<file path="config.mk">
export PLATFORM = sky130hd
export DESIGN_NAME = least_loaded_job_assigner_flat
export DESIGN_NICKNAME = d
export VERILOG_FILES = /design/src/llja_pkg.sv /design/src/llja_chan_if.sv /design/src/llja_load_ram.sv /design/src/llja_sequencer.sv /design/src/least_loaded_job_assigner.sv /design/src/flat_wrapper.sv
export VERILOG_INCLUDE_DIRS = /design/src /design/src/src
export SDC_FILE = /design/constraint.sdc
export NUM_CORES = 1
export LEC_CHECK = 0
export BUFFER_PORTS_ARGS = -buffer_cell sky130_fd_sc_hd__buf_2
export CAP_MARGIN = 20
export CORE_AREA = 2 2 236 238
export DETAILED_ROUTE_END_ITERATION = 7
export DIE_AREA = 0 0 238 240
export GPL_TIMING_DRIVEN = 1
export PLACE_DENSITY = 0.7
export SYNTH_ARGS = -nofsm -noshare
export SYNTH_HDL_FRONTEND = slang
export SYNTH_SLANG_ARGS = --single-unit
</file>
<file path="constraint.sdc">
create_clock -name i_clk -period 5.8 [get_ports i_clk]
set_input_delay 0.58 -clock i_clk [delete_from_list [all_inputs] [get_ports i_clk]]
set_output_delay 0.58 -clock i_clk [all_outputs]
set_load 0.02 [all_outputs]
</file>
<file path="src/assert_macros.svh">
// ----------------------------------------------------------------------------
// assert_macros.svh
// Concurrent assertion helpers, compiled out when SYNTH is defined
// ----------------------------------------------------------------------------
`ifndef ASSERT_MACROS_SVH
`define ASSERT_MACROS_SVH

`ifndef SYNTH
// property checked on every rising edge while out of reset
`define LLJA_ASSERT(label, clk, rst_n, prop) \
    label: assert property (@(posedge clk) disable iff (!rst_n) (prop)) \
        else $error("%m: assertion failed");
// property checked on every rising edge, reset included
`define LLJA_ASSERT_ALWAYS(label, clk, prop) \
    label: assert property (@(posedge clk) (prop)) \
        else $error("%m: assertion failed");
`else
`define LLJA_ASSERT(label, clk, rst_n, prop)
`define LLJA_ASSERT_ALWAYS(label, clk, prop)
`endif

`endif

</file>
<file path="src/llja_pkg.sv">
// ----------------------------------------------------------------------------
// llja_pkg
// Payload types and constants of the least-loaded job assigner
// ----------------------------------------------------------------------------
package llja_pkg;

    localparam int TIME_W   = 16;
    localparam int MASK_W   = 16;
    localparam int LOAD_W   = 32;
    localparam int MID_W    = 4;
    localparam int CNT_W    = 5;

    localparam logic [CNT_W-1:0]  ACTIVE_RESET = CNT_W'(16);
    localparam logic [LOAD_W-1:0] LOAD_MAX     = '1;

    // one job
    typedef struct packed {
        logic [TIME_W-1:0] job_time;
        logic [MASK_W-1:0] eligible_mask;
        logic              start_batch;
    } t_job;

    // one result
    typedef struct packed {
        logic              placed;
        logic [MID_W-1:0]  assigned_machine;
        logic [LOAD_W-1:0] machine_load;
        logic [LOAD_W-1:0] makespan;
    } t_res;

    // configuration write data
    typedef struct packed {
        logic [CNT_W-1:0] active_machines;
    } t_cfg;

    // load store control from the sequencer
    typedef struct packed {
        logic rd_en;
        logic wr_en;
        logic clear;
    } t_ram_ctl;

endpackage

</file>
<file path="src/llja_chan_if.sv">
// ----------------------------------------------------------------------------
// llja_chan_if
// Valid/ready channel carrying one payload of type T per transfer
// ----------------------------------------------------------------------------
interface llja_chan_if #(
    parameter type T = logic
) ();

    logic valid;
    logic ready;
    T     data;

    modport source (output valid, output data, input ready);
    modport sink   (input valid, input data, output ready);

endinterface

</file>
<file path="src/llja_load_ram.sv">
// ----------------------------------------------------------------------------
// llja_load_ram
// Per-machine load store: one write port, one registered read port, and a
// valid bit per entry so that reset and batch start clear it at once
// ----------------------------------------------------------------------------
module llja_load_ram
    import llja_pkg::*;
#(
    parameter int MACHINES = 16
) (
    input  logic                        i_clk,
    input  logic                        i_rst_n,
    input  t_ram_ctl                    i_ctl,
    input  logic [$clog2(MACHINES)-1:0] i_rd_addr,
    input  logic [$clog2(MACHINES)-1:0] i_wr_addr,
    input  logic [LOAD_W-1:0]           i_wr_data,
    output logic [LOAD_W-1:0]           o_rd_data
);

    logic [LOAD_W-1:0]   r_mem [MACHINES];
    logic [MACHINES-1:0] r_valid;
    logic [LOAD_W-1:0]   r_rd_data;

    // valid bits: cleared by reset and batch start, set on write
    always_ff @(posedge i_clk) begin
        if (!i_rst_n) begin
            r_valid <= '0;
        end else if (i_ctl.clear) begin
            r_valid <= '0;
        end else if (i_ctl.wr_en) begin
            r_valid[i_wr_addr] <= 1'b1;
        end
    end

    // storage and registered read, an unwritten entry reads as zero
    always_ff @(posedge i_clk) begin
        if (i_ctl.wr_en) begin
            r_mem[i_wr_addr] <= i_wr_data;
        end
        if (i_ctl.rd_en) begin
            r_rd_data <= r_valid[i_rd_addr] ? r_mem[i_rd_addr] : '0;
        end
    end

    assign o_rd_data = r_rd_data;

endmodule

</file>
<file path="src/llja_sequencer.sv">
// ----------------------------------------------------------------------------
// llja_sequencer
// Scans loads one machine a cycle through a shared comparator; if one is eligible,
// adds the job time with saturation, writes the load back and updates the makespan
// ----------------------------------------------------------------------------
module llja_sequencer
    import llja_pkg::*;
#(
    parameter int MACHINES = 16
) (
    input  logic                        i_clk,
    input  logic                        i_rst_n,
    input  logic                        i_job_valid,
    input  t_job                        i_job,
    output logic                        o_job_ready,
    input  logic [CNT_W-1:0]            i_limit,
    output t_ram_ctl                    o_ram_ctl,
    output logic [$clog2(MACHINES)-1:0] o_rd_addr,
    output logic [$clog2(MACHINES)-1:0] o_wr_addr,
    output logic [LOAD_W-1:0]           o_wr_data,
    input  logic [LOAD_W-1:0]           i_rd_data,
    output logic                        o_res_valid,
    output t_res                        o_res,
    input  logic                        i_res_ready
);

    localparam int AW = $clog2(MACHINES);

    typedef enum logic [2:0] {
        S_IDLE,
        S_SCAN,
        S_ADD,
        S_UPD,
        S_DONE
    } t_state;

    t_state            r_state;
    logic [TIME_W-1:0] r_time;
    logic [MASK_W-1:0] r_mask;
    logic [CNT_W-1:0]  r_limit;
    logic [CNT_W-1:0]  r_k;
    logic              r_pend;
    logic [MID_W-1:0]  r_pend_idx;
    logic              r_found;
    logic [MID_W-1:0]  r_best_idx;
    logic [LOAD_W-1:0] r_best_load;
    logic [LOAD_W-1:0] r_new_load;
    logic [LOAD_W-1:0] r_makespan;
    logic              r_res_valid;
    t_res              r_res;

    logic              job_xfer;
    logic              rd_en;
    logic              res_load;
    logic [LOAD_W-1:0] cmp_a;
    logic [LOAD_W-1:0] cmp_b;
    logic              cmp_lt;
    logic [LOAD_W:0]   sum;

    assign job_xfer = i_job_valid && (r_state == S_IDLE);
    assign rd_en    = (r_state == S_SCAN) && (r_k < r_limit);
    assign res_load = (r_state == S_DONE) && (!r_res_valid || i_res_ready);

    // shared comparator: load scan, then makespan update
    assign cmp_a  = (r_state == S_UPD) ? r_makespan : i_rd_data;
    assign cmp_b  = (r_state == S_UPD) ? r_new_load : r_best_load;
    assign cmp_lt = cmp_a < cmp_b;

    // saturating add of the job time
    assign sum = {1'b0, r_best_load} + {{(LOAD_W + 1 - TIME_W){1'b0}}, r_time};

    // load store control
    assign o_ram_ctl.rd_en = rd_en;
    assign o_ram_ctl.wr_en = (r_state == S_UPD);
    assign o_ram_ctl.clear = job_xfer && i_job.start_batch;
    assign o_rd_addr       = AW'(r_k);
    assign o_wr_addr       = AW'(r_best_idx);
    assign o_wr_data       = r_new_load;

    // sequencer state and registered outputs
    always_ff @(posedge i_clk) begin
        if (!i_rst_n) begin
            r_state     <= S_IDLE;
            r_pend      <= 1'b0;
            r_makespan  <= '0;
            r_res_valid <= 1'b0;
        end else begin
            // output register: load a new result or drop the one taken
            if (res_load) begin
                r_res_valid <= 1'b1;
            end else if (i_res_ready) begin
                r_res_valid <= 1'b0;
            end
            unique case (r_state)
                S_IDLE: begin
                    if (job_xfer) begin
                        r_time      <= i_job.job_time;
                        r_mask      <= i_job.eligible_mask;
                        r_limit     <= i_limit;
                        r_k         <= '0;
                        r_pend      <= 1'b0;
                        r_found     <= 1'b0;
                        r_best_idx  <= '0;
                        r_best_load <= '0;
                        if (i_job.start_batch) begin
                            r_makespan <= '0;
                        end
                        r_state <= S_SCAN;
                    end
                end
                S_SCAN: begin
                    // issue the next read, compare the one that came back
                    r_pend     <= rd_en;
                    r_pend_idx <= r_k[MID_W-1:0];
                    if (rd_en) begin
                        r_k <= r_k + CNT_W'(1);
                    end
                    if (r_pend && r_mask[r_pend_idx] && (!r_found || cmp_lt)) begin
                        r_found     <= 1'b1;
                        r_best_idx  <= r_pend_idx;
                        r_best_load <= i_rd_data;
                    end
                    if (!rd_en) begin
                        r_state <= S_ADD;
                    end
                end
                S_ADD: begin
                    if (r_found) begin
                        r_new_load <= sum[LOAD_W] ? LOAD_MAX : sum[LOAD_W-1:0];
                        r_state    <= S_UPD;
                    end else begin
                        r_new_load <= '0;
                        r_state    <= S_DONE;
                    end
                end
                S_UPD: begin
                    if (cmp_lt) begin
                        r_makespan <= r_new_load;
                    end
                    r_state <= S_DONE;
                end
                S_DONE: begin
                    // hand over once the output register is free
                    if (res_load) begin
                        r_res.placed           <= r_found;
                        r_res.assigned_machine <= r_found ? r_best_idx : '0;
                        r_res.machine_load     <= r_new_load;
                        r_res.makespan         <= r_makespan;
                        r_state                <= S_IDLE;
                    end
                end
                default: begin
                    r_state <= S_IDLE;
                end
            endcase
        end
    end

    assign o_job_ready = (r_state == S_IDLE);
    assign o_res_valid = r_res_valid;
    assign o_res       = r_res;

endmodule

</file>
<file path="src/least_loaded_job_assigner.sv">
// ----------------------------------------------------------------------------
// least_loaded_job_assigner
// Greedy restricted-assignment scheduler: each job goes to the least loaded
// eligible machine, with loads and makespan kept across a batch
// ----------------------------------------------------------------------------
// Each job transfer carries a time, an eligibility mask and a batch-start
// flag; one result transfer follows per job. The loads are scanned one machine
// per cycle through a single comparator, L = min(active_machines, MACHINES, 16)
// of them; a placed job then has its load written back and the makespan
// updated, while a job with no eligible machine skips the write-back. A result
// waits while the previous result still waits on the output side. The job
// channel is not ready while a job is in work. The user is to write the active
// count register only while the block is idle; the block does not enforce it.
// A write takes effect with the next job; machines at index 16 or above are
// never chosen, and loads saturate at the full 32-bit value.
// ----------------------------------------------------------------------------
`include "assert_macros.svh"

module least_loaded_job_assigner
    import llja_pkg::*;
#(
    parameter int MACHINES = 16
) (
    input  logic        i_clk,
    input  logic        i_rst_n,
    llja_chan_if.sink   i_job,
    llja_chan_if.source o_res,
    llja_chan_if.sink   i_cfg
);

    localparam int AW = $clog2(MACHINES);
    localparam logic [CNT_W-1:0] LIM_MAX = CNT_W'((MACHINES < MASK_W) ? MACHINES : MASK_W);

    logic [CNT_W-1:0]  r_active;
    logic [CNT_W-1:0]  limit;
    t_ram_ctl          ram_ctl;
    logic [AW-1:0]     rd_addr;
    logic [AW-1:0]     wr_addr;
    logic [LOAD_W-1:0] wr_data;
    logic [LOAD_W-1:0] rd_data;
    t_job              job;
    t_res              res;
    t_cfg              cfg;
    logic              job_taken;
    logic              res_unplaced;
    logic              res_placed;
    logic              res_empty;

    // active machine count register
    assign i_cfg.ready = 1'b1;
    assign cfg         = i_cfg.data;

    always_ff @(posedge i_clk) begin
        if (!i_rst_n) begin
            r_active <= ACTIVE_RESET;
        end else if (i_cfg.valid) begin
            r_active <= cfg.active_machines;
        end
    end

    // machines actually scanned
    assign limit = (r_active > LIM_MAX) ? LIM_MAX : r_active;

    assign job        = i_job.data;
    assign o_res.data = res;

    llja_sequencer #(
        .MACHINES (MACHINES)
    ) u_seq (
        .i_clk       (i_clk),
        .i_rst_n     (i_rst_n),
        .i_job_valid (i_job.valid),
        .i_job       (job),
        .o_job_ready (i_job.ready),
        .i_limit     (limit),
        .o_ram_ctl   (ram_ctl),
        .o_rd_addr   (rd_addr),
        .o_wr_addr   (wr_addr),
        .o_wr_data   (wr_data),
        .i_rd_data   (rd_data),
        .o_res_valid (o_res.valid),
        .o_res       (res),
        .i_res_ready (o_res.ready)
    );

    llja_load_ram #(
        .MACHINES (MACHINES)
    ) u_ram (
        .i_clk     (i_clk),
        .i_rst_n   (i_rst_n),
        .i_ctl     (ram_ctl),
        .i_rd_addr (rd_addr),
        .i_wr_addr (wr_addr),
        .i_wr_data (wr_data),
        .o_rd_data (rd_data)
    );

    // terms for the checks below
    assign job_taken    = i_job.valid && i_job.ready;
    assign res_unplaced = o_res.valid && !res.placed;
    assign res_placed   = o_res.valid && res.placed;
    assign res_empty    = (res.assigned_machine == '0) && (res.machine_load == '0);

    // a job in work keeps the job channel closed
    `LLJA_ASSERT(a_busy_after_job, i_clk, i_rst_n, job_taken |=> !i_job.ready)
    // a job that was not placed reports no machine and no load
    `LLJA_ASSERT(a_unplaced_zero, i_clk, i_rst_n, res_unplaced |-> res_empty)
    // the makespan never falls below the load just reported
    `LLJA_ASSERT(a_makespan_bound, i_clk, i_rst_n, res_placed |-> (res.makespan >= res.machine_load))
    // the store is never cleared while a load is written back
    `LLJA_ASSERT_ALWAYS(a_no_clear_on_write, i_clk, !(ram_ctl.clear && ram_ctl.wr_en))

endmodule
</file>
<file path="src/flat_wrapper.sv">
// flat-port wrapper written by rule: the top's interface ports become plain ports
module least_loaded_job_assigner_flat import llja_pkg::*;
#(
    parameter int MACHINES = 16
)
  (i_clk, i_rst_n, i_job_valid, i_job_data, i_job_ready, o_res_valid, o_res_data, o_res_ready, i_cfg_valid, i_cfg_data, i_cfg_ready);
  llja_chan_if i_job_i ();
  llja_chan_if o_res_i ();
  llja_chan_if i_cfg_i ();
  input  logic i_clk;
  input  logic i_rst_n;
  input wire logic [$bits(i_job_i.valid)-1:0] i_job_valid;
  input wire logic [$bits(i_job_i.data)-1:0] i_job_data;
  output wire logic [$bits(i_job_i.ready)-1:0] i_job_ready;
  output wire logic [$bits(o_res_i.valid)-1:0] o_res_valid;
  output wire logic [$bits(o_res_i.data)-1:0] o_res_data;
  input wire logic [$bits(o_res_i.ready)-1:0] o_res_ready;
  input wire logic [$bits(i_cfg_i.valid)-1:0] i_cfg_valid;
  input wire logic [$bits(i_cfg_i.data)-1:0] i_cfg_data;
  output wire logic [$bits(i_cfg_i.ready)-1:0] i_cfg_ready;
  assign i_job_i.valid = i_job_valid;
  assign i_job_i.data = i_job_data;
  assign i_job_ready = i_job_i.ready;
  assign o_res_valid = o_res_i.valid;
  assign o_res_data = o_res_i.data;
  assign o_res_i.ready = o_res_ready;
  assign i_cfg_i.valid = i_cfg_valid;
  assign i_cfg_i.data = i_cfg_data;
  assign i_cfg_ready = i_cfg_i.ready;
  least_loaded_job_assigner #(.MACHINES(MACHINES)) u_core (.i_clk(i_clk), .i_rst_n(i_rst_n), .i_job(i_job_i), .o_res(o_res_i), .i_cfg(i_cfg_i));
endmodule
</file>
# Word level (Yosys, flattened, before mapping)
# Memories as Yosys holds them, arrays and structs flattened. A register that Yosys moved wholly into a read port is not among the register bits.
# Index checks and enable logic that the tools add are counted.
dict set report totals {
  register_bits 136
  latchBits 0
  ramBits 512
  rom_bits 16
  inputBits 7
  output_inout_bits 4
  elab_cells 97
  mem_count 2
}
dict set report op_classes {
  n_addsub 1
  mul 0
  div 0
  order_cmp 7
  n_eq_ne 11
  shift 0
  muxes 34
  bitwise_logic 2
  reduce_logical 26
}
# memory words width rd rd_clocked_by_memory_dff wr line
set mem_list {}
lappend mem_list {u_core.u_ram.r_mem 16 32 1 1 1 llja_load_ram.sv:20} ;# logic [LOAD_W-1:0] r_mem [MACHINES];
lappend mem_list {{(no name shown)} 16 1 1 1 0 llja_sequencer.sv:118} ;# if (r_pend && r_mask[r_pend_idx] && (!r_found || cmp_lt)) begin
# cell count
set ops {}
lappend ops {{$mux W32} 7}
lappend ops {{$pmux W32 S2} 2}
lappend ops {{$lt A32 B32 Y1} 1}
lappend ops {{$or A16 B16 Y16} 1}
lappend ops {{$lt A4 B5 Y1 const B} 3}
lappend ops {{$pmux W3 S5} 1}
lappend ops {{$mux W3} 4}
lappend ops {{$mux W4} 3}
lappend ops {{$ne A2 B2 Y1 const B} 6}
lappend ops {{$reduce_and A4 Y1} 3}
lappend ops {{$mux W5} 2}
lappend ops {{$pmux W5 S2} 1}
lappend ops {{$mux W1} 9}
lappend ops {{$reduce_and A3 Y1} 3}
lappend ops {{$pmux W4 S2} 1}
lappend ops {{$logic_and A1 B1 Y1} 7}
lappend ops {{$eq A3 B2 Y1 const B} 2}
lappend ops {{$reduce_and A2 Y1} 3}
lappend ops {{$reduce_bool A2 Y1} 3}
lappend ops {{$add A5 B1 Y5 const B} 1}
lappend ops {{$gt A5 B5 Y1 const B} 1}
lappend ops {{$lt A5 B5 Y1} 1}
lappend ops {{$bmux W1 S4} 1}
lappend ops {{$demux W1 S4} 1}
lappend ops {{10 further kinds} 14}

# Logic depth before layout (Yosys ltp)
# Gate-level depths: netlist of run 1.
dict set report depth {
  ltp_word 7
  mapped_depth 14
  depth_no_buf 10
}

# Cells and area by module
# From an unflattened synthesis of run 1, not the netlist that was laid out.
dict set report hier_totals {
  cells_unflattened 1770
  hier_area_um2 31567.8
}
# module n_inst cells_per_inst area_per_inst_um2 seq_area_each_um2
set modules_own_cells {}
lappend modules_own_cells {llja_load_ram 1 885 20846.2 16656.0}
lappend modules_own_cells {llja_sequencer 1 874 10631.4 6266.0}
lappend modules_own_cells {least_loaded_job_assigner 1 11 90.1 40.0}

# Worst setup path after synthesis of run 1
# OpenSTA, ideal clock, no wires.
dict set report synth_path {
  path_type {input port to flip-flop}
  startpoint {input port i_rst_n}
  endpoint {register u_core.u_seq.r_new_load[0] (netlist: u_core.u_seq.o_wr_data[0]) (enable)}
  setup_ps 505
  t_arrival_ps 3810
  required_ps 5295
  path_slack_ps 1485
  cell_stages 2
  n_path_buf 0
  cell_sequence {inv_1 -> nor4_1}
}
dict set report synth_between {
  elab_chain_len 1
}
# element line
set synth_lines {}
lappend synth_lines {{from (decl)} flat_wrapper.sv:11} ;# input logic i_rst_n;
lappend synth_lines {{$reduce_and A2 Y1 (no source line)} n/a}
lappend synth_lines {{to (signal assigned)} llja_sequencer.sv:129} ;# r_new_load <= sum[LOAD_W] ? LOAD_MAX : sum[LOAD_W-1:0];
lappend synth_lines {{to (decl)} llja_sequencer.sv:47} ;# logic [LOAD_W-1:0] r_new_load;
# Every way passes these cells.
# A chain may end at the register's enable or synchronous reset.

# Worst setup path after layout of run 1
dict set report layout_path {
  startpoint {register u_core.u_seq.r_state[0]}
  endpoint {register u_core.u_seq.r_makespan[26]}
}
dict set report layout_between {
  elab_chain_len 5
  word_cells_on_any_way 12
  classes_between {order compare (1); eq/ne (4); mux (3); reduce/logical (4)}
}
# element line
set layout_lines {}
lappend layout_lines {{from (decl)} llja_sequencer.sv:37} ;# t_state r_state;
lappend layout_lines {{from (signal assigned)} llja_sequencer.sv:83} ;# r_state <= S_IDLE;
lappend layout_lines {{from (signal assigned)} llja_sequencer.sv:108} ;# r_state <= S_SCAN;
lappend layout_lines {{from (signal assigned)} llja_sequencer.sv:124} ;# r_state <= S_ADD;
lappend layout_lines {{$eq A3 B2 Y1} {llja_sequencer.sv:65, llja_sequencer.sv:66, llja_sequencer.sv:94}}
lappend layout_lines {{$mux W32, on equally long branches} {llja_sequencer.sv:65, llja_sequencer.sv:66}}
lappend layout_lines {{$lt A32 B32 Y1} llja_sequencer.sv:67} ;# assign cmp_lt = cmp_a < cmp_b;
lappend layout_lines {{$ne A2 B2 Y1 (no source line)} n/a}
lappend layout_lines {{$reduce_and A4 Y1 (no source line)} n/a}
lappend layout_lines {{to (signal assigned)} llja_sequencer.sv:138} ;# r_makespan <= r_new_load;
lappend layout_lines {{to (decl)} llja_sequencer.sv:48} ;# logic [LOAD_W-1:0] r_makespan;
# Several ways; a longest one is shown, not always the timed one.

==> results.md, run 1 <==
- The launching element of the worst setup path is u_core.u_seq.r_state[0].
- At the end of routability-driven placement, the weighted congestion stood at 0.812.
- The routed wire length is 55.2 mm.
- The number of diodes is 0.
- The total setup violations reported at the end of the flow is 0.
- For this run, the top clock speed supported by timing is 226 MHz.
- The first-pass iteration count of the detailed router is 5.
- The cell with the biggest individual delay on the critical path is sky130_fd_sc_hd__a221oi_4.
- The analysis attributes to cell leakage a power of between 9 and 10 nW.
- The initial antenna violation count was 0.
- Synthesis produced a netlist with a net count of 1459.
- In this run, synthesis inferred 625 flip-flops with an integrated enable.
- The worst register-to-register path begins at u_core.u_seq.r_state[0].
- Among all flip-flop cells after synthesis, the most frequent one is sky130_fd_sc_hd__edfxtp_1.
- Each instance of the synthesized netlist takes up on average 19.0 sq um.
- After detailed routing, the number of remaining DRC violations is 0.
- The final critical path time including I/O delays and setup is about 4.4 ns.
- The critical path goes through nand3b_1 -> buf_12 -> mux2i_1 -> ha_1 -> a21oi_1 -> a31oi_1 -> or3_1 -> a221oi_4 -> buf_4 -> mux2i_1.
- The fraction of synthesis flops using an asynchronous set or reset pin is 0%.
- The number of nets in the finished design is 1506.
- The met1 usage in global routing is a little under 30%.
- The layout-stage area growth over the synthesis result is 12.0%.
- Max-cap violations in this run came to 0.
- The count of pins over their slew limit is 0.
- The H-tree generated during clock tree synthesis spans 3 levels.
- For the worst-skew pair, the clock arrives at the later sink with an insertion delay of 0.60 ns.
- In this run the worst setup path terminates at u_core.u_seq.r_makespan[26].
- The number of global-route vias before repair is 13535.
- The maximum vdd ir drop is 0.236 mV.
- The tree built by TritonCTS fans out to between 600 and 700 sinks.
- Synthesis produced roughly 1400 cells.
- The most used routing layer is met2.
- The global-route wire length before repair is 84.4 mm.
- The detailed router placed around 13000 vias in this run.
- The die is 240 um tall.
- Summing the sequential cell areas from Yosys gives approximately 73% of the chip area.
- The actual transition at the worst max-transition pin is 1.05 ns.
- Data on the critical path is required at its endpoint by 6.32 ns.
- The ratio of cells with drive above 1 in the final layout is 22.0%.
- The worst setup path is of the reg2reg kind.
- Once the clock tree was built, the setup fixing pass inserted 0 buffers.
- Cells fill 55.4% of the core in the end.
- The detailed router finished its first iteration with between 1000 and 1500 violations.
- The maximum number of pins on one net before global-route repair is 77.
- The synthesized area is ~0.027 sq mm.
- Clock-pin slew was measured on the worst setup and hold paths at 0.06 ns.
- No sink is reached through more buffers than the 3 on the longest clock path.
- The flow ran to the end, and the final reports show no timing, DRC or antenna violations.
- The number of distinct library cell variants in the gate-level netlist after synthesis is 46.
- The starting density of the core is 49.4%.
- The clock arrives with 0.0147 ns of skew.
- TritonCTS built the clock tree.
- Setup repair after global routing left no endpoint under its margin.
- The count of yosys warnings during synthesis is 0.
- The type of element launching the critical path is a register.
- The data arrival at the endpoint of the critical path is 4.95 ns.
- The path depth of the worst reg2reg path is 10.
- Along the worst path, the maximum fanout reaches 29.
- The global routing usage summed across all routing layers is 20.1%.
- The cell at the root of the clock tree is sky130_fd_sc_hd__clkbuf_16.
- The total clock buffers created by CTS is 69.
- The most frequent cell on the critical path is sky130_fd_sc_hd__mux2i_1.
- The worst reg2reg path endpoint is u_core.u_seq.r_makespan[26].
- The average detailed-routed wire length per instance is 24.9 um.
- Input and output buffers added on the ports amount to 9.
- The total number of placement rows is 86.
- The area of the core is 0.0547 sq mm.
- The met2 layer usage reported by global route is 31.9%.
- Counting flops and latches in the post-synthesis netlist gives approximately 680.
- The met3 track demand over resource is under 10%.
- The post-CTS resize count is 0.
- Dividing the final minimum period by the clock period gives 76.3%.
- The hold violation total from the final report came to 0.
- Setup total negative slack on the finished layout was measured at 0 ns.
- The critical path endpoint category is a register.
- The floorplan step defined a die boundary enclosing 0.0571 sq mm.
- 11 I/O pins were placed.
- The wire-length estimate of the detail-placed layout is 31.0 mm.
- The detail route stage leaves a number of antenna-violating nets equal to 0.
- The class of the worst hold path is in2reg.
- The number of buffers added to fix hold violations after cts is 0.
- The power density over the cells is 350 mW/mm^2.
- For this run, the slowest stage of the critical path takes 0.77 ns.
- The setup slack of the worst register-to-register path is 1.37 ns.
- After global routing the overflow that remains totals 0.
- The via-per-instance ratio is 5.88.
- Measured along the x axis, the die boundary spans 238 um.
- The worst slew margin relative to its limit is between 20% and 30%.
[flip-flops by register name (all words and copies together), names as in the netlist]
signal / count
u_core.u_seq.o_res_valid: 1
u_core.r_active: 2
u_core.u_seq.o_wr_addr: 4
u_core.u_seq.o_res: 1
u_core.u_ram.r_valid: 16
u_core.u_seq.r_best_load: 32
u_core.u_seq.r_state: 3
u_core.u_seq.r_k: 5
u_core.u_ram.r_mem: 512
u_core.u_seq.r_limit: 2
u_core.u_seq.o_wr_data: 32
u_core.u_seq.r_found: 1
u_core.u_seq.r_makespan: 32
u_core.u_ram.o_rd_data: 32
u_core.u_seq.r_pend_idx: 4
[cells by family after synthesis]
logic type,after synthesis,synth area share [%]
other cells,1,0.0139
buf+inv,82,1.41
fa+ha+maj,33,1.53
mux,231,16.2
compound gates,49,1.30
flops,679,73.5
simple gates,341,6.04
xor+xnor,3,0.0973
[cells in the final DEF, fill, tap and decap left out, types with 3 or more instances in the layout]
cell type,Yosys,layout
sky130_fd_sc_hd__o21ai_0,4,4
sky130_fd_sc_hd__buf_2,17,9
sky130_fd_sc_hd__nand2_1,166,166
sky130_fd_sc_hd__clkinv_2,0,15
sky130_fd_sc_hd__nand4_1,5,5
sky130_fd_sc_hd__or3_1,3,3
sky130_fd_sc_hd__nor3_2,0,4
sky130_fd_sc_hd__bufinv_16,0,4
sky130_fd_sc_hd__inv_1,8,8
sky130_fd_sc_hd__mux4_2,164,164
sky130_fd_sc_hd__nor2_4,0,13
sky130_fd_sc_hd__nand3_1,10,10
sky130_fd_sc_hd__mux2i_1,66,66
sky130_fd_sc_hd__o21a_1,17,17
sky130_fd_sc_hd__a211oi_1,5,5
sky130_fd_sc_hd__edfxtp_1,625,625
sky130_fd_sc_hd__ha_1,33,33
sky130_fd_sc_hd__dfxtp_1,54,54
sky130_fd_sc_hd__clkbuf_16,0,73
sky130_fd_sc_hd__clkbuf_1,41,12
sky130_fd_sc_hd__and2_1,72,71
sky130_fd_sc_hd__clkinv_1,0,14
sky130_fd_sc_hd__nor2_1,31,18
sky130_fd_sc_hd__a21oi_1,12,11
sky130_fd_sc_hd__nand2b_1,5,5
sky130_fd_sc_hd__buf_4,1,37
sky130_fd_sc_hd__nor2b_1,34,34
[synthesized netlist by cell type (6+ instances only)]
library cell,count,area share (%)
sky130_fd_sc_hd__mux2i_1,66,2.4
sky130_fd_sc_hd__nand2_1,166,2.3
sky130_fd_sc_hd__a21oi_1,12,0.22
sky130_fd_sc_hd__inv_1,8,0.11
sky130_fd_sc_hd__edfxtp_1,625,69
sky130_fd_sc_hd__and2_1,72,1.7
sky130_fd_sc_hd__dfxtp_1,54,4.0
sky130_fd_sc_hd__clkbuf_1,41,0.57
sky130_fd_sc_hd__nand3_1,10,0.19
sky130_fd_sc_hd__buf_1,10,0.14
sky130_fd_sc_hd__nor3_1,6,0.11
sky130_fd_sc_hd__nor2b_1,34,0.79
sky130_fd_sc_hd__ha_1,33,1.5
sky130_fd_sc_hd__mux4_2,164,14
sky130_fd_sc_hd__buf_2,17,0.31
sky130_fd_sc_hd__nor2_1,31,0.43
sky130_fd_sc_hd__o21a_1,17,0.47
[area by class of cell]
type,count,area [sq um]
inverters,8,30.0
flip-flops and latches,679,19800
clock buffers,87,1900
clock inverters,34,259
fillers,4118,24400
well taps,704,881
multi-input cells,658,6950
repair buffers,50,395
[per-stage QoR]
stage                     worst slack, ns  hold WS [ns]  area, sq um  total power [W]  instances
after floorplan                      1.49         0.421        27000          0.00621       1419
after global placement               1.57         0.430        28100          0.00643       2097
after detailed placement             1.41         0.431        28100          0.00644       2097
after CTS                            1.39         0.166        30200           0.0107       2218
after global routing                0.965         0.179        30300           0.0110       2220
final                                1.37         0.194        30300           0.0106       2220
[routing by layer]
layer | wire length (um) | part of all wire, %
met5 | 0 | 0
met2 | 26500 | 48
met3 | 3130 | 5.7
met1 | 24400 | 44
met4 | 1210 | 2.2
[how the worst min path moves through the flow]
stage | startpoint | endpoint | slack, ns | depth (start not counted)
after floorplan | u_core.u_seq.r_k[3] | u_core.u_seq.r_pend_idx[3] | 0.42 | 0
after global placement | u_core.u_seq.r_makespan[0] | u_core.u_seq.o_res[0] | 0.43 | 0
after detailed placement | u_core.u_seq.r_makespan[0] | u_core.u_seq.o_res[0] | 0.43 | 0
after CTS | i_cfg_valid | u_core.r_active[4] | 0.17 | 2
after global routing | i_cfg_valid | u_core.r_active[4] | 0.18 | 2
final | i_cfg_valid | u_core.r_active[4] | 0.19 | 2
[report_power, final]
part	internal, W	switching (W)
Clock	0.00249	0.00177
Combinational	0.000389	0.000435
Sequential	0.00543	0.0000836
Total	0.00831	0.00229
[critical path: cells and delay by family, from the launching register on]
| family | cells | cell delay, ns |
|---|---|---|
| AO/OA/AOI/OAI | 3 | 1.03 |
| adder cells (fa/ha/maj) | 1 | 0.36 |
| buffers and inverters | 2 | 0.93 |
| flip-flops | 1 | 0.48 |
| multiplexers | 2 | 0.38 |
| AND/OR/NAND/NOR | 2 | 1.13 |
No activity file was read; power rests on OpenSTA's default activity.
==> inputs of run 2 (changes only) <==
Settings changed: PLACE_DENSITY 0.7 to 0.72.
Clock period 5.8 ns to 3.6 ns, I/O delays scaled along.
==> results.md, run 2 (synthesized netlist as in run 1, its figures left out) <==
- The flow ran to the end, and the final reports show no timing, DRC or antenna violations.
- The DRC violations left came to 0 (unchanged).
- The number of port buffers was 9 (unchanged).
- The routed wire length is 57.8 mm (+4.7%).
- Compared with the post-synthesis result, the final layout area differs by 12.8%.
- The data arrival at the endpoint of the critical path was 3.96 ns (-0.99 ns).
- The post-CTS setup buffer count came to 0 (unchanged).
- The maximum net fanout on the critical path is 51 (+76%).
- The global routing usage summed across all routing layers is 20.9% (+0.85 points).
- The hold violation total from the final report is 0 (unchanged).
- The largest buffer count on any clock path is 3 (unchanged).
- The global-route wire length before repair is 87.0 mm (+3.1%).
- Leaving out fill and tap cells, the most frequent cell in the layout is sky130_fd_sc_hd__edfxtp_1.
- The first-pass iteration count of the detailed router is 6 (+1).
- The total power consumption of the routed design is 0.0170 W (+60%).
- The number of global-route vias before repair came to 13658 (+0.91%).
- The number of primary I/O pins was 11 (unchanged).
- The number of nets in the finished design was 1524 (+1.2%).
- Ranked by flip-flop count, first place goes to u_core.u_ram.r_mem.
- The global placer's final weighted congestion is 0.890 (+9.6%).
- The accumulated negative setup slack is 0 ns (unchanged).
- The via-per-instance ratio came to 5.99 (+1.9%).
- The number of diodes is 0 (unchanged).
- The worst hold slack is 0.0760 ns (-0.118 ns).
- The number of routed nets with antenna violations is 0 (unchanged).
- The via total after detailed routing is 13420 (+2.8%).
- The ratio of cells with drive above 1 in the final layout was 22.4% (+0.38 points).
- In this run the critical register-to-register path is launched from u_core.u_seq.r_state[2].
- The share of the clock period used by the worst path after layout was 95.5% (+19 points).
- The power density over the cells is 558 mW/mm^2 (+59%).
- The endpoint of the most critical setup path is u_core.u_seq.r_makespan[0].
- The floorplan die height is 240 um (unchanged).
- The starting density of the core is 49.4% (unchanged).
- The critical path endpoint category is a register.
- Setup repair after global routing left no endpoint under its margin.
- The total clock buffers created by CTS came to 68 (-1.4%).
- The initial antenna violation count came to 0 (unchanged).
- The setup slack of the worst register-to-register path came to 0.16 ns (-1.21 ns).
- The total setup violations reported at the end of the flow came to 0 (unchanged).
- The number of flip-flops under the largest register name came to 512 (unchanged).
- The worst register-to-register path ends at u_core.u_seq.r_makespan[0].
- The min-delay analysis places its worst path in the category in2reg.
- The actual transition at the worst max-transition pin is 1.06 ns (+0.0163 ns).
- The maximum vdd ir drop is 0.337 mV (+42%).
- The worst setup path is of the reg2reg kind.
- The root buffer cell chosen for the clock tree is sky130_fd_sc_hd__clkbuf_16.
- The path depth of the worst reg2reg path is 11 (+1).
- STA classifies the critical path startpoint as a register.
- The x dimension of the die is 238 um (unchanged).
- The floorplan die area was 0.0571 sq mm (unchanged).
- The clock latency reported for the late side of the worst-skew pair is 0.60 ns (about the same).
- The area of the core came to 0.0547 sq mm (unchanged).
- The final critical path time including I/O delays and setup came to 3.44 ns (-0.989 ns).
- The average detailed-routed wire length per instance is 25.8 um (+3.8%).
- The total number of placement rows was 86 (unchanged).
- The half-perimeter wire length after detailed placement is 32.9 mm (+6.4%).
- The worst slew margin relative to its limit is 28.8% (-1.1 points).
- The achievable frequency is 291 MHz (+29%).
- The static power due to leakage is 10.0 nW (+0.93%).
- TritonCTS built the clock tree.
- The leftover overflow at the end of global routing was 0 (unchanged).
- The maximum number of pins on one net before global-route repair is 65 (-16%).
- In this run the worst setup path begins at u_core.u_seq.r_state[2].
- The number of sinks on the clock net is 679 (unchanged).
- The total of max-cap violations is 0 (unchanged).
- The count of routing violations after the opening detailed-route iteration is 1547 (+29%).
- The required time reported for the critical path endpoint is 4.12 ns (-2.20 ns).
- The H-tree depth is 3 (unchanged).
- The CTS clock-pin slew for the worst setup and hold paths is 0.06 ns (about the same).
- The count of pins over their slew limit is 0 (unchanged).
- The final worst clock skew is 0.0196 ns (+0.00493 ns).
- The top cell types in the final layout, fill and taps aside, are 625 x sky130_fd_sc_hd__edfxtp_1, 166 x sky130_fd_sc_hd__nand2_1, 164 x sky130_fd_sc_hd__mux4_2.
-- run 2: cell count changes in the layout (fill, tap and decap cells not counted), sizes merged --
cell,before,now
buf,49,66
clkbuf,88,92
dlygate4sd3,0,3
bufinv,4,2
clkinv,29,27
inv,9,8
-- run 2: stage by stage --
stage	std cells	cell area, sq um	util (%)	worst slack [ns]
after floorplan	1419	27000	-	-0.000121
after global placement	2114	28300	51.8	0.350
after detailed placement	2114	28300	51.8	0.0765
after CTS	2238	30400	55.7	0.0579
after global routing	2239	30500	55.8	0.0803
final	2239	30500	55.8	0.162
-- run 2: area by class of cell --
cell class,instances,area [sq um]
fill,4065,24200
sequential,679,19800
multi-input combinational,658,6980
clock buffer,92,1930
tap,704,881
timing repair buffer,69,632
clock inverter,29,181
inverter,8,30.0
-- run 2: routing by layer --
layer	up-vias	global-route usage [%]	routed length (um)
met1	7003	30.1	24800
li1	5734	-	-
met4	0	6.44	1390
met3	102	4.66	4830
met2	581	32.3	26800
met5	-	0	0
-- run 2: worst max-delay path: stages, from the launching register on --
cell,delay (ns)
sky130_fd_sc_hd__dfxtp_1,0.55
sky130_fd_sc_hd__nand3b_1,0.22
sky130_fd_sc_hd__buf_12,0.30
sky130_fd_sc_hd__buf_4,0.26
sky130_fd_sc_hd__mux2i_1,0.24
sky130_fd_sc_hd__ha_1,0.27
sky130_fd_sc_hd__a211oi_1,0.20
sky130_fd_sc_hd__nand3_1,0.11
sky130_fd_sc_hd__a211o_1,0.35
sky130_fd_sc_hd__a221oi_4,0.27
sky130_fd_sc_hd__buf_4,0.33
sky130_fd_sc_hd__mux2i_1,0.24
-- run 2: repair_timing --
action / 4_1_cts / 5_1_grt
endpoints found under the hold margin: 2 / 0
setup endpoints to repair: 0 / 32
gates resized for setup: 0 / 3
hold buffers: 3 / 0
-- run 2: how the worst min path moves through the flow --
stage / to / slack [ns] / depth (start not counted) / startpoint
detailed placement: u_core.u_seq.o_res[0] / 0.44 / 0 / u_core.u_seq.r_makespan[0]
global route: u_core.u_seq.r_state[2] / 0.07 / 2 / i_rst_n
floorplan: u_core.u_seq.r_pend_idx[3] / 0.42 / 0 / u_core.u_seq.r_k[3]
global placement: u_core.u_seq.o_res[0] / 0.44 / 0 / u_core.u_seq.r_makespan[0]
CTS: u_core.u_seq.r_state[2] / 0.04 / 2 / i_rst_n
finish: u_core.u_seq.r_state[2] / 0.08 / 2 / i_rst_n
-- run 2: power by group --
group	internal, W	switching [W]
combinational	0.000646	0.000699
clock	0.00389	0.00285
sequential	0.00875	0.000173
total	0.0133	0.00372
